--- config.mk ---
export PLATFORM = sky130hd
export DESIGN_NAME = odlr_ctrl
export DESIGN_NICKNAME = d
export VERILOG_FILES = /design/src/rtl/core/odlr_pkg.sv /design/src/rtl/core/odlr_ctrl.sv
export SDC_FILE = /design/constraint.sdc
export NUM_CORES = 1
export LEC_CHECK = 0
export BUFFER_PORTS_ARGS = -buffer_cell sky130_fd_sc_hd__buf_2
export CAP_MARGIN = 40
export CORE_ASPECT_RATIO = 1.4
export CORE_MARGIN = 3
export CORE_UTILIZATION = 30
export DETAILED_ROUTE_END_ITERATION = 10
export PLACE_DENSITY_LB_ADDON = 0.25
export SLEW_MARGIN = 25
export SYNTH_ARGS = -nofsm -noshare
export SYNTH_HDL_FRONTEND = slang
export SYNTH_SLANG_ARGS = --single-unit
--- constraint.sdc ---
create_clock -name clk -period 1.8 [get_ports clk]
set_clock_uncertainty 0.1 [all_clocks]
set_input_delay 0.09 -clock clk [delete_from_list [all_inputs] [get_ports clk]]
set_output_delay 0.09 -clock clk [all_outputs]
set_load 0.005 [all_outputs]
--- src/rtl/core/odlr_pkg.sv ---
// overdub loop recorder package: sizes, configuration indexes, control structs
// and saturation helper; shared by the interfaces, controller, datapath and top
package odlr_pkg;

    localparam int LOOP_LENGTH = 262144;
    localparam int LOOP_AW     = $clog2(LOOP_LENGTH);

    localparam int SAMPLE_W   = 16;
    localparam int FADE_W     = 17;
    localparam int CFG_IDX_W  = 2;
    localparam int CFG_DATA_W = 17;
    localparam int PROD_W     = SAMPLE_W + FADE_W + 1;
    localparam int SUM_W      = SAMPLE_W + 3;

    localparam logic [FADE_W-1:0] FULL_SCALE = FADE_W'(65536);
    localparam logic [PROD_W-1:0] ROUND_HALF = PROD_W'(32768);

    localparam logic [CFG_IDX_W-1:0] CFG_GATE_MODE    = 2'd0;
    localparam logic [CFG_IDX_W-1:0] CFG_TRIG_LOW     = 2'd1;
    localparam logic [CFG_IDX_W-1:0] CFG_TRIG_HIGH    = 2'd2;
    localparam logic [CFG_IDX_W-1:0] CFG_SLEW_STEP    = 2'd3;

    localparam logic                       GATE_MODE_RST = 1'b1;
    localparam logic signed [SAMPLE_W-1:0] TRIG_LOW_RST  = 16'sd0;
    localparam logic signed [SAMPLE_W-1:0] TRIG_HIGH_RST = 16'sd1024;
    localparam logic [FADE_W-1:0]          SLEW_RST      = 17'd205;

    typedef struct packed {
        logic capture;
        logic eval;
        logic sweep;
        logic mul;
        logic write;
        logic load_out;
    } cmd_t;

    typedef struct packed {
        logic clear_fire;
        logic sweep_last;
    } status_t;

    function automatic logic signed [SAMPLE_W-1:0] sat16(input logic signed [SUM_W-1:0] v);
        logic signed [SAMPLE_W-1:0] r;
        if (v > SUM_W'(32767))
            r = 16'sh7fff;
        else if (v < -SUM_W'(32768))
            r = -16'sh8000;
        else
            r = v[SAMPLE_W-1:0];
        return r;
    endfunction

endpackage

--- src/rtl/core/odlr_ctrl.sv ---
// loop recorder controller: sequences accept, evaluate, clear sweep, multiply,
// write-back and result hand-off; depends on odlr_pkg
module odlr_ctrl (
    input  logic               clk,
    input  logic               rst_n,
    input  logic               in_valid,
    output logic               in_ready,
    output logic               out_valid,
    input  logic               out_ready,
    input  odlr_pkg::status_t  status,
    output odlr_pkg::cmd_t     cmd
);

    typedef enum logic [6:0] {
        ST_INIT  = 7'b0000001,
        ST_IDLE  = 7'b0000010,
        ST_EVAL  = 7'b0000100,
        ST_CLEAR = 7'b0001000,
        ST_MUL   = 7'b0010000,
        ST_WRITE = 7'b0100000,
        ST_HOLD  = 7'b1000000
    } state_t;

    state_t state_reg, state_next;
    logic   out_valid_reg, out_valid_next;
    logic   out_free;

    assign out_free  = !out_valid_reg || out_ready;
    assign in_ready  = (state_reg == ST_IDLE);
    assign out_valid = out_valid_reg;

    always_comb
    begin
        state_next = state_reg;
        cmd        = '0;
        case (state_reg)
            ST_INIT:
            begin
                cmd.sweep = 1'b1;
                if (status.sweep_last)
                    state_next = ST_IDLE;
            end
            ST_IDLE:
            begin
                if (in_valid)
                begin
                    cmd.capture = 1'b1;
                    state_next  = ST_EVAL;
                end
            end
            ST_EVAL:
            begin
                cmd.eval   = 1'b1;
                state_next = status.clear_fire ? ST_CLEAR : ST_MUL;
            end
            ST_CLEAR:
            begin
                cmd.sweep = 1'b1;
                if (status.sweep_last)
                    state_next = ST_MUL;
            end
            ST_MUL:
            begin
                cmd.mul    = 1'b1;
                state_next = ST_WRITE;
            end
            ST_WRITE:
            begin
                cmd.write = 1'b1;
                if (out_free)
                begin
                    cmd.load_out = 1'b1;
                    state_next   = ST_IDLE;
                end
                else
                    state_next = ST_HOLD;
            end
            ST_HOLD:
            begin
                if (out_free)
                begin
                    cmd.load_out = 1'b1;
                    state_next   = ST_IDLE;
                end
            end
            default:
            begin
                state_next = ST_INIT;
            end
        endcase
    end

    always_comb
    begin
        out_valid_next = out_valid_reg;
        if (cmd.load_out)
            out_valid_next = 1'b1;
        else if (out_ready)
            out_valid_next = 1'b0;
    end

    always_ff @(posedge clk or negedge rst_n)
    begin
        if (!rst_n)
        begin
            state_reg     <= ST_INIT;
            out_valid_reg <= 1'b0;
        end
        else
        begin
            state_reg     <= state_next;
            out_valid_reg <= out_valid_next;
        end
    end

    a_accept_to_eval: assert property (@(posedge clk) disable iff (!rst_n)
        (in_valid && in_ready) |=> (state_reg == ST_EVAL))
        else $error("accepted beat did not move to evaluation");

    a_load_only_when_free: assert property (@(posedge clk) disable iff (!rst_n)
        cmd.load_out |-> out_free)
        else $error("result loaded over an untaken beat");

    a_valid_from_load: assert property (@(posedge clk) disable iff (!rst_n)
        $rose(out_valid_reg) |-> $past(cmd.load_out))
        else $error("result valid without a load");

    a_one_mem_write: assert property (@(posedge clk) disable iff (!rst_n)
        !(cmd.write && cmd.sweep))
        else $error("sweep and write-back collide");

endmodule

==> run metrics, run 1 <==
R2R Path Start=state_reg[2]; post-synth top area share=30.6%; Max Fclk=588 MHz; WL/cell=about 13 um; post-placement worst setup slack=0.192 ns; Hold Vio Cnt, Final=0; initial antenna violation count=0; Synth Warn #=0; critical path's slowest cell=dfrtp_2; Core Area=1780 um2; WP depth=5; CTS tree=built; top cell family by delay on the critical path=simple AND/OR/NAND/NOR gates; Die Width=about 43 um; antenna-violating nets left=0; global route overflow=0; outcome=finished clean; CTS root buf=clkbuf_4; residual DRC count=0; Worst setup endpoint=cmd[0]; PortBufs=13; r2r endpoint=state_reg[1]; number of CTS-inserted buffers=3; Final Max Slew Viols=0; Mapped Cells=64; Layout area overhead=33.0%; Layout fillers=185; critical path endpoint category=output port; Critical Path Fanout Max=7; Max-Cap Viols=0; Max-slew headroom=75.7%; Cell Rows=18; crit path time final=1.70 ns; Seq/Total Area, Yosys=35.2%; crit path from=state_reg[2]; gpl congestion=between 0.7 and 0.8; Reg2Reg Setup Slack=0.18 ns; CP Cell Sequence=nor4_4 -> nand2_2 -> a21o_2 -> nor2_1 -> buf_2; top post-synthesis cells by area=dfrtp_1, dfstp_2, nor2_1; Crit Path Category=reg2out; Die H=57.7 um; Yosys top cell by area=dfrtp_1; Top FF cell, synth=dfrtp_1; leak pwr=0.372 nW; Critical Path RT=1.61 ns; max incr delay on CP=0.46 ns; synthesized area per cell=8.93 um2; count of different cell masters after synthesis=31; endpoints failing setup=0; overall power=0.928 mW; Worst-Skew Late Latency=0.26 ns; Commonest cells post-synth=dfrtp_1, nor2_1, nand2_1, nor3_1; n_diodes=0; Worst-path clk slew=0.06 ns; layout cells sized above 1=between 40% and 50%; Post-synth EDFFs=0; max reg flops=7; Nets=between 90 and 100; setup_tns=0 ns; drt first pass iters=4; peak supply drop=approximately 0.00066 V; Die Area=2470 um2; Bufs and invs on worst path=1; Cell Pwr Density=1220 nW/um2; hold slack=0.0386 ns; fin crit share=94.5%; First DRT Iteration DRCs=12; final wirelength=1370 um; clk sinks=8; number of global-route vias before repair=518; first-pass GRT wire length=2240 um; vias per cell=4.97; Initial Util=32.1%; Clock Tree Buf Depth=2; I/O pin cnt=14; R2R cell count=5; hpwl dp=1000 um; Post-synth ARST share=100%; Hold Crit Class=in2reg; FF+latch count, synth=8; Net Count, Synth=70; Mapped Area=572 um2; worst setup margin=0.0990 ns; largest net degree at the start of global routing=11; via count=532; slew at the pin closest to its max-slew limit=0.361 ns; total track usage=12.1%; startpoint types=flip-flop; H-tree depth=1; WP data arrival=1.51 ns
[stage by stage]
step | area (um2) | instances | utilization, %
floorplan | 572 | 64 | -
global placement | 637 | 93 | 35.8
detailed placement | 637 | 93 | 35.8
CTS | 691 | 100 | 38.8
global route | 761 | 107 | 42.8
finish | 761 | 107 | 42.8
[placed cells by master (no fill, tap or decap), types with 3 or more instances in the layout]
master    count
buf_2        13
buf_4         9
nor2_1        7
nand2_1       5
nor3_1        5
dfrtp_1       5
inv_1         4
nand2b_1      4
xor2_1        3
o21ai_0       3
clkbuf_4      3
[worst register-to-register path, stage by stage (launching register included)]
cell and delay (ns):
dfrtp_2 0.46, nor4_4 0.31, nand2_2 0.09, buf_4 0.15
o31ai_4 0.26, o22ai_1 0.12
[final cells by class]
type | instances | area, um2 | area share [%]
repair buffers | 24 | 153 | 20.1
flip-flops and latches | 8 | 204 | 26.8
inverters | 4 | 15.0 | 1.97
well taps | 20 | 25.0 | 3.29
clock buffers | 4 | 26.3 | 3.45
multi-input cells | 47 | 338 | 44.4
[kinds of logic (layout without fill, tap and decap cells)]
logic type / after synthesis / count (layout) / share of synthesized area, %
DFF: 8 / 8 / 35.2
and+or+nand+nor: 32 / 32 / 34.4
buffers and inverters: 9 / 32 / 8.31
AOI/OAI and AO/OA: 12 / 12 / 17.5
xor gates and xnor gates: 3 / 3 / 4.60
[where the power goes]
group / switching, mW / internal, mW
Sequential: 0.0775 / 0.224
Combinational: 0.210 / 0.260
Clock: 0.0703 / 0.0854
[worst min path at each step]
| stage | start | depth (start not counted) | slack, ns | end |
|---|---|---|---|---|
| floorplan | rst_n | 0 | -0.31 | out_valid |
| global placement | rst_n | 1 | -0.15 | state_reg[5] |
| detailed placement | rst_n | 1 | -0.15 | state_reg[5] |
| CTS | status[1] | 3 | 0.04 | state_reg[3] |
| global route | status[1] | 3 | 0.04 | state_reg[3] |
| finish | status[1] | 3 | 0.04 | state_reg[3] |
[routing by layer]
metal	global-route usage (%)	share of wire (%)	vias to the layer above
met2	19.1	51	12
met5	0	0	-
met3	2.17	4.5	4
met1	14.2	41	247
met4	9.33	3.1	0
li1	-	-	269
[what timing repair did]
item | CTS | global route
setup buffers | 1 | 7
gates resized for setup | 0 | 4
setup endpoints to repair | 1 | 2
pin swaps | 1 | 2
endpoints found under the hold margin | 9 | 0
hold buffers | 2 | 0
gates cloned | 0 | 0
Power figures use the tool's default switching activity.
==> inputs of run 2 (changes only) <==
==> constraint.sdc (replaced) <==
create_clock -name clk -period 2 [get_ports clk]
set_clock_uncertainty 0.1 [all_clocks]
set_input_delay 0.1 -clock clk [delete_from_list [all_inputs] [get_ports clk]]
set_output_delay 0.1 -clock clk [all_outputs]
set_load 0.005 [all_outputs]
==> run 2 against run 1 <==
  * Sequential cell count stayed put
  * Clock power is 10% lower
  * Critical path depth stayed put
  * Combinational power is 28% lower
  * Worst setup slack better by 0.048 ns
  * Total power is 19% lower
  * Worst hold slack better by 0.040 ns
  * Non-clock buffer count is 9 lower
  * Sequential share of layout area is 3.0 points higher
  * Global-route usage is 1.1 points lower
  * Utilization is 4.8 points lower
  * Via count is 3.9% lower
  * Largest power group unchanged
==> run metrics, run 2 (synthesis gave the netlist of run 1 again) <==
startpoint types=flip-flop; final wirelength=between 1000 and 1500 um; switching part of the total=between 30 and 40%; layout cells sized above 1=30.8%; overall power=0.749 mW; footprint of the multi-input gates=323 um2; Worst-Skew Late Latency=~0.26 ns; first-pass GRT wire length=2020 um; Int Power=0.454 mW; Die Width=42.9 um; Crit Path Category=reg2out; total track usage=11.0%; Min-Delay Path Depth=3; setup_tns=0 ns; residual DRC count=0; critical path endpoint category=output port; worst setup margin=between 0.1 and 0.15 ns; number of CTS-inserted buffers=3; global route overflow=0; endpoints failing setup=0; Seq pwr share=36.1%; First DRT Iteration DRCs=14; Layout area overhead=18.2%; Hold Crit Class=in2reg; hold endpoint=state_reg[3]; Max-slew headroom=73.7%; drt first pass iters=4; Critical Path RT=around 1.8 ns; RSZ-0062 raised after global routing=no; outcome=finished clean; WP data arrival=1.65 ns; r2r endpoint=state_reg[1]; Layout fillers=197; Max-Cap Viols=0; largest net degree at the start of global routing=11; Placed Area=629 um2; WL/cell=between 10 and 15 um; max reg flops=7; crit path time final=roughly 1.9 ns; hpwl dp=928 um; PortBufs=13; Worst-path clk slew=0.06 ns; most frequent cells in the layout=buf_2, nor2_1, dfrtp_1; hold_sp=status[1]; antenna-violating nets left=0; n_diodes=0; post-placement worst setup slack=0.369 ns; combinational share of power=45.2%; slew at the pin closest to its max-slew limit=slightly below 0.4 ns; Clock Tree Buf Depth=2; Cell Pwr Density=approximately 1100 nW/um2; Die Area=2470 um2; post-layout util=38.0%; fin crit share=92.6%; CTS root buf=clkbuf_4; CTS tree=built; Die H=57.7 um; via count=511; initial antenna violation count=0; Reg2Reg Setup Slack=0.37 ns; clk sinks=8; most common cell after layout, fill and taps aside=buf_2; I/O pin cnt=14; Reg area=201 um2; Final Max Slew Viols=0; Hold Vio Cnt, Final=0; power share of the clock group=18.6%; peak supply drop=about 0.00037 V; Psw=0.295 mW; number of global-route vias before repair=462; vias per cell=5.21; Cell Rows=18; Nets=85; Critical Path Fanout Max=10; H-tree depth=1; gpl congestion=~0.85; Initial Util=32.1%; Max Fclk=540 MHz; final instance area=676 um2; R2R Path Start=state_reg[2]; R2R cell count=4; Core Area=1780 um2; leak pwr=0.325 nW
[run 2: worst max-delay path by stage]
stage	cells past startpoint	end	start	slack, ns
floorplan	5	state_reg[1]	state_reg[0]	0.50
global placement	4	state_reg[1]	state_reg[2]	0.40
detailed placement	4	state_reg[1]	state_reg[2]	0.37
CTS	5	cmd[0]	state_reg[2]	0.14
global route	5	cmd[0]	state_reg[2]	0.05
finish	5	cmd[0]	state_reg[2]	0.15
[run 2: layout make-up]
class / count / area share [%]
Clock buffer: 4 / 3.89
Tap cell: 20 / 3.70
Sequential cell: 8 / 29.8
Inverter: 4 / 2.22
Timing Repair Buffer: 15 / 12.6
Multi-Input combinational cell: 47 / 47.8
[run 2: per-stage QoR]
step,hold slack [ns],std cells
after global routing,0.0941,98
after detailed placement,-0.143,92
after CTS,0.0860,98
after floorplan,-0.296,64
after global placement,-0.144,92
final,0.0786,98
[run 2: power groups by stage]
stage	Sequential [mW]	Combinational, mW	Clock (mW)
after floorplan	0.224	0.325	0
after global placement	0.273	0.337	0
after detailed placement	0.274	0.338	0
after CTS	0.272	0.344	0.144
after global routing	0.279	0.382	0.157
final	0.271	0.339	0.140
[run 2: what timing repair did]
action / CTS / global route
resized for setup: 0 / 0
hold buffers: 2 / 0
hold endpoints to repair: 9 / 0
buffers inserted: 0 / 0
[run 2: worst max-delay path, cell delays in order (launching register included)]
cell and delay [ns]:
dfrtp_1 0.51, nor4_4 0.35, nand2_2 0.14, a21o_2 0.22, nor2_1 0.08, buf_2 0.11
[run 2: routing by layer]
| layer | global-route usage (%) | vias up | part of all wire [%] |
|---|---|---|---|
| li1 | - | 252 | - |
| met1 | 13.8 | 247 | 44 |
| met2 | 17.4 | 10 | 51 |
| met3 | 0.932 | 2 | 3.2 |
| met4 | 8.00 | 0 | 1.8 |
| met5 | 0 | - | 0 |
==> inputs of run 3 (changes only) <==
--- a/config.mk
+++ b/config.mk
@@ -7,10 +7,9 @@
 export LEC_CHECK = 0
 export BUFFER_PORTS_ARGS = -buffer_cell sky130_fd_sc_hd__buf_2
 export CAP_MARGIN = 40
-export CORE_ASPECT_RATIO = 1.4
-export CORE_MARGIN = 3
-export CORE_UTILIZATION = 30
+export CORE_AREA = 3 3 40 42
 export DETAILED_ROUTE_END_ITERATION = 10
+export DIE_AREA = 0 0 43 45
 export PLACE_DENSITY_LB_ADDON = 0.25
 export SLEW_MARGIN = 25
 export SYNTH_ARGS = -nofsm -noshare
==> constraint.sdc (replaced) <==
create_clock -name clk -period 2.3 [get_ports clk]
set_clock_uncertainty 0.1 [all_clocks]
set_input_delay 0.115 -clock clk [delete_from_list [all_inputs] [get_ports clk]]
set_output_delay 0.115 -clock clk [all_outputs]
set_load 0.005 [all_outputs]
==> run 3 against run 2 <==
  * Cell area decreased by 0.93%
  * Combinational power decreased by 12%
  * Worst hold slack improved by 0.013 ns
  * Register-to-register slack improved by 0.30 ns
==> run metrics, run 3 (synthesis gave the netlist of run 1 again) <==
fin cells=93; max incr delay on CP=0.50 ns; R2R cell count=4; number of global-route vias before repair=453; n_diodes=0; Layout fillers=~120; slew at the pin closest to its max-slew limit=between 0.4 and 0.5 ns; RSZ-0062 raised after global routing=no; crit path from=state_reg[2]; Bufs and invs on worst path=1; Core Area=roughly 1300 um2; top cell family by delay on the critical path=simple AND/OR/NAND/NOR gates; CTS tree=built; WL/cell=12.4 um; Min-Delay Path Depth=3; Layout area overhead=17.1%; H-tree depth=1; residual DRC count=0; Max-slew headroom=69.3%; outcome=finished clean; Critical Path Fanout Max=10; first-pass GRT wire length=2060 um; Die Width=43 um; fin crit share=81.4%; Hold Vio Cnt, Final=0; Psw=roughly 0.25 mW; drt first pass iters=4; Reg area=201 um2; endpoints failing setup=0; critical path's slowest cell=dfrtp_1; Reg2Reg Setup Slack=0.67 ns; post-placement worst setup slack=0.687 ns; setup_tns=0 ns; r2r endpoint=state_reg[0]; hpwl dp=905 um; Final Max Slew Viols=0; antenna-violating nets left=0; post-CTS setup buffer count=0; Hold Crit Class=in2reg; met1 Use GR=21.3%; CTS root buf=clkbuf_4; WP data arrival=1.66 ns; power share of the clock group=17.7%; via count=492; Initial Util=approximately 44%; layout cells sized above 1=30.8%; footprint of the multi-input gates=323 um2; post-layout util=52.1%; Cell Pwr Density=966 nW/um2; Cell Rows=13; final wirelength=1160 um; global route overflow=0; largest net degree at the start of global routing=11; hold_sp=status[1]; most frequent cells in the layout=buf_2, nor2_1, dfrtp_1; Nets=85; number of CTS-inserted buffers=3; overall power=0.647 mW; Worst-Skew Late Latency=approximately 0.26 ns; Die Area=between 1500 and 2000 um2; PortBufs=13; crit path time final=about 1.9 ns; Worst-path clk slew=~0.06 ns; startpoint types=flip-flop; placed insts=slightly below 90; Max Fclk=approximately 530 MHz; most common cell after layout, fill and taps aside=buf_2; peak supply drop=roughly 0.00039 V; initial antenna violation count=0; CP Cell Sequence=nor4_4 -> nand2_2 -> a21o_2 -> nor2_1 -> buf_2; I/O pin cnt=14; Critical Path RT=2.09 ns; critical path endpoint category=output port; Int Power=0.395 mW; M3 GR Usage=under 10%; max reg flops=7; Die H=45 um; Max-Cap Viols=0; switching part of the total=38.9%; hold endpoint=state_reg[3]; vias per cell=~5.3; leak pwr=0.325 nW; M2 GR Usage=~20%; First DRT Iteration DRCs=15; R2R Path Start=state_reg[2]; Seq pwr share=36.2%; worst setup margin=~0.43 ns; Crit Path Category=reg2out; total track usage=14.8%; Clock Tree Buf Depth=2; grt peak-use layer=met1; combinational share of power=46.1%; clk sinks=8; gpl congestion=0.823
run 3: cell counts in the layout (fill, tap and decap cells not counted):
No cell type changed its count.
run 3: layer usage:
metal  up-vias  routed length, um
met4         0                 12
met3         2                 41
met1       224                580
met2        11                522
met5         -                  0
li1        255                  -
run 3: tightest hold or removal path: cells and delay by family:
kind | cells | cell delay (ns)
AND/OR/NAND/NOR | 1 | 0.09
buffers and inverters | 1 | 0.09
AO/OA/AOI/OAI | 1 | 0.10
run 3: final cells by class:
cell class / instances / share of cell area [%]
inverter: 4 / 2.24
multi-input combinational: 47 / 48.2
clock buffer: 4 / 3.93
tap: 15 / 2.80
timing repair buffer: 15 / 12.7
sequential: 8 / 30.1
run 3: worst max-delay path by stage:
| stage | to | slack [ns] | cells after the start |
|---|---|---|---|
| floorplan | cmd[0] | 0.79 | 6 |
| global placement | cmd[0] | 0.72 | 5 |
| detailed placement | state_reg[0] | 0.69 | 4 |
| CTS | cmd[0] | 0.41 | 5 |
| global route | cmd[0] | 0.31 | 5 |
| finish | cmd[0] | 0.43 | 5 |
run 3: repair_timing:
item,4_1_cts,5_1_grt
hold buffers,2,0
hold endpoints to repair,9,0
resized for setup,0,0
run 3: power groups by stage:
| stage | registers, mW | clock network, mW | logic, mW |
|---|---|---|---|
| after CTS | 0.234 | 0.120 | 0.299 |
| after global placement | 0.235 | 0 | 0.292 |
| after floorplan | 0.195 | 0 | 0.283 |
| after global routing | 0.242 | 0.131 | 0.334 |
| after detailed placement | 0.237 | 0 | 0.295 |
| final | 0.234 | 0.115 | 0.298 |
run 3: per-stage QoR:
stage | hold slack, ns | cell area (um2)
after floorplan | -0.281 | 572
after CTS | 0.0833 | 669
final | 0.0914 | 669
after detailed placement | -0.130 | 623
after global routing | 0.106 | 669
after global placement | -0.130 | 623
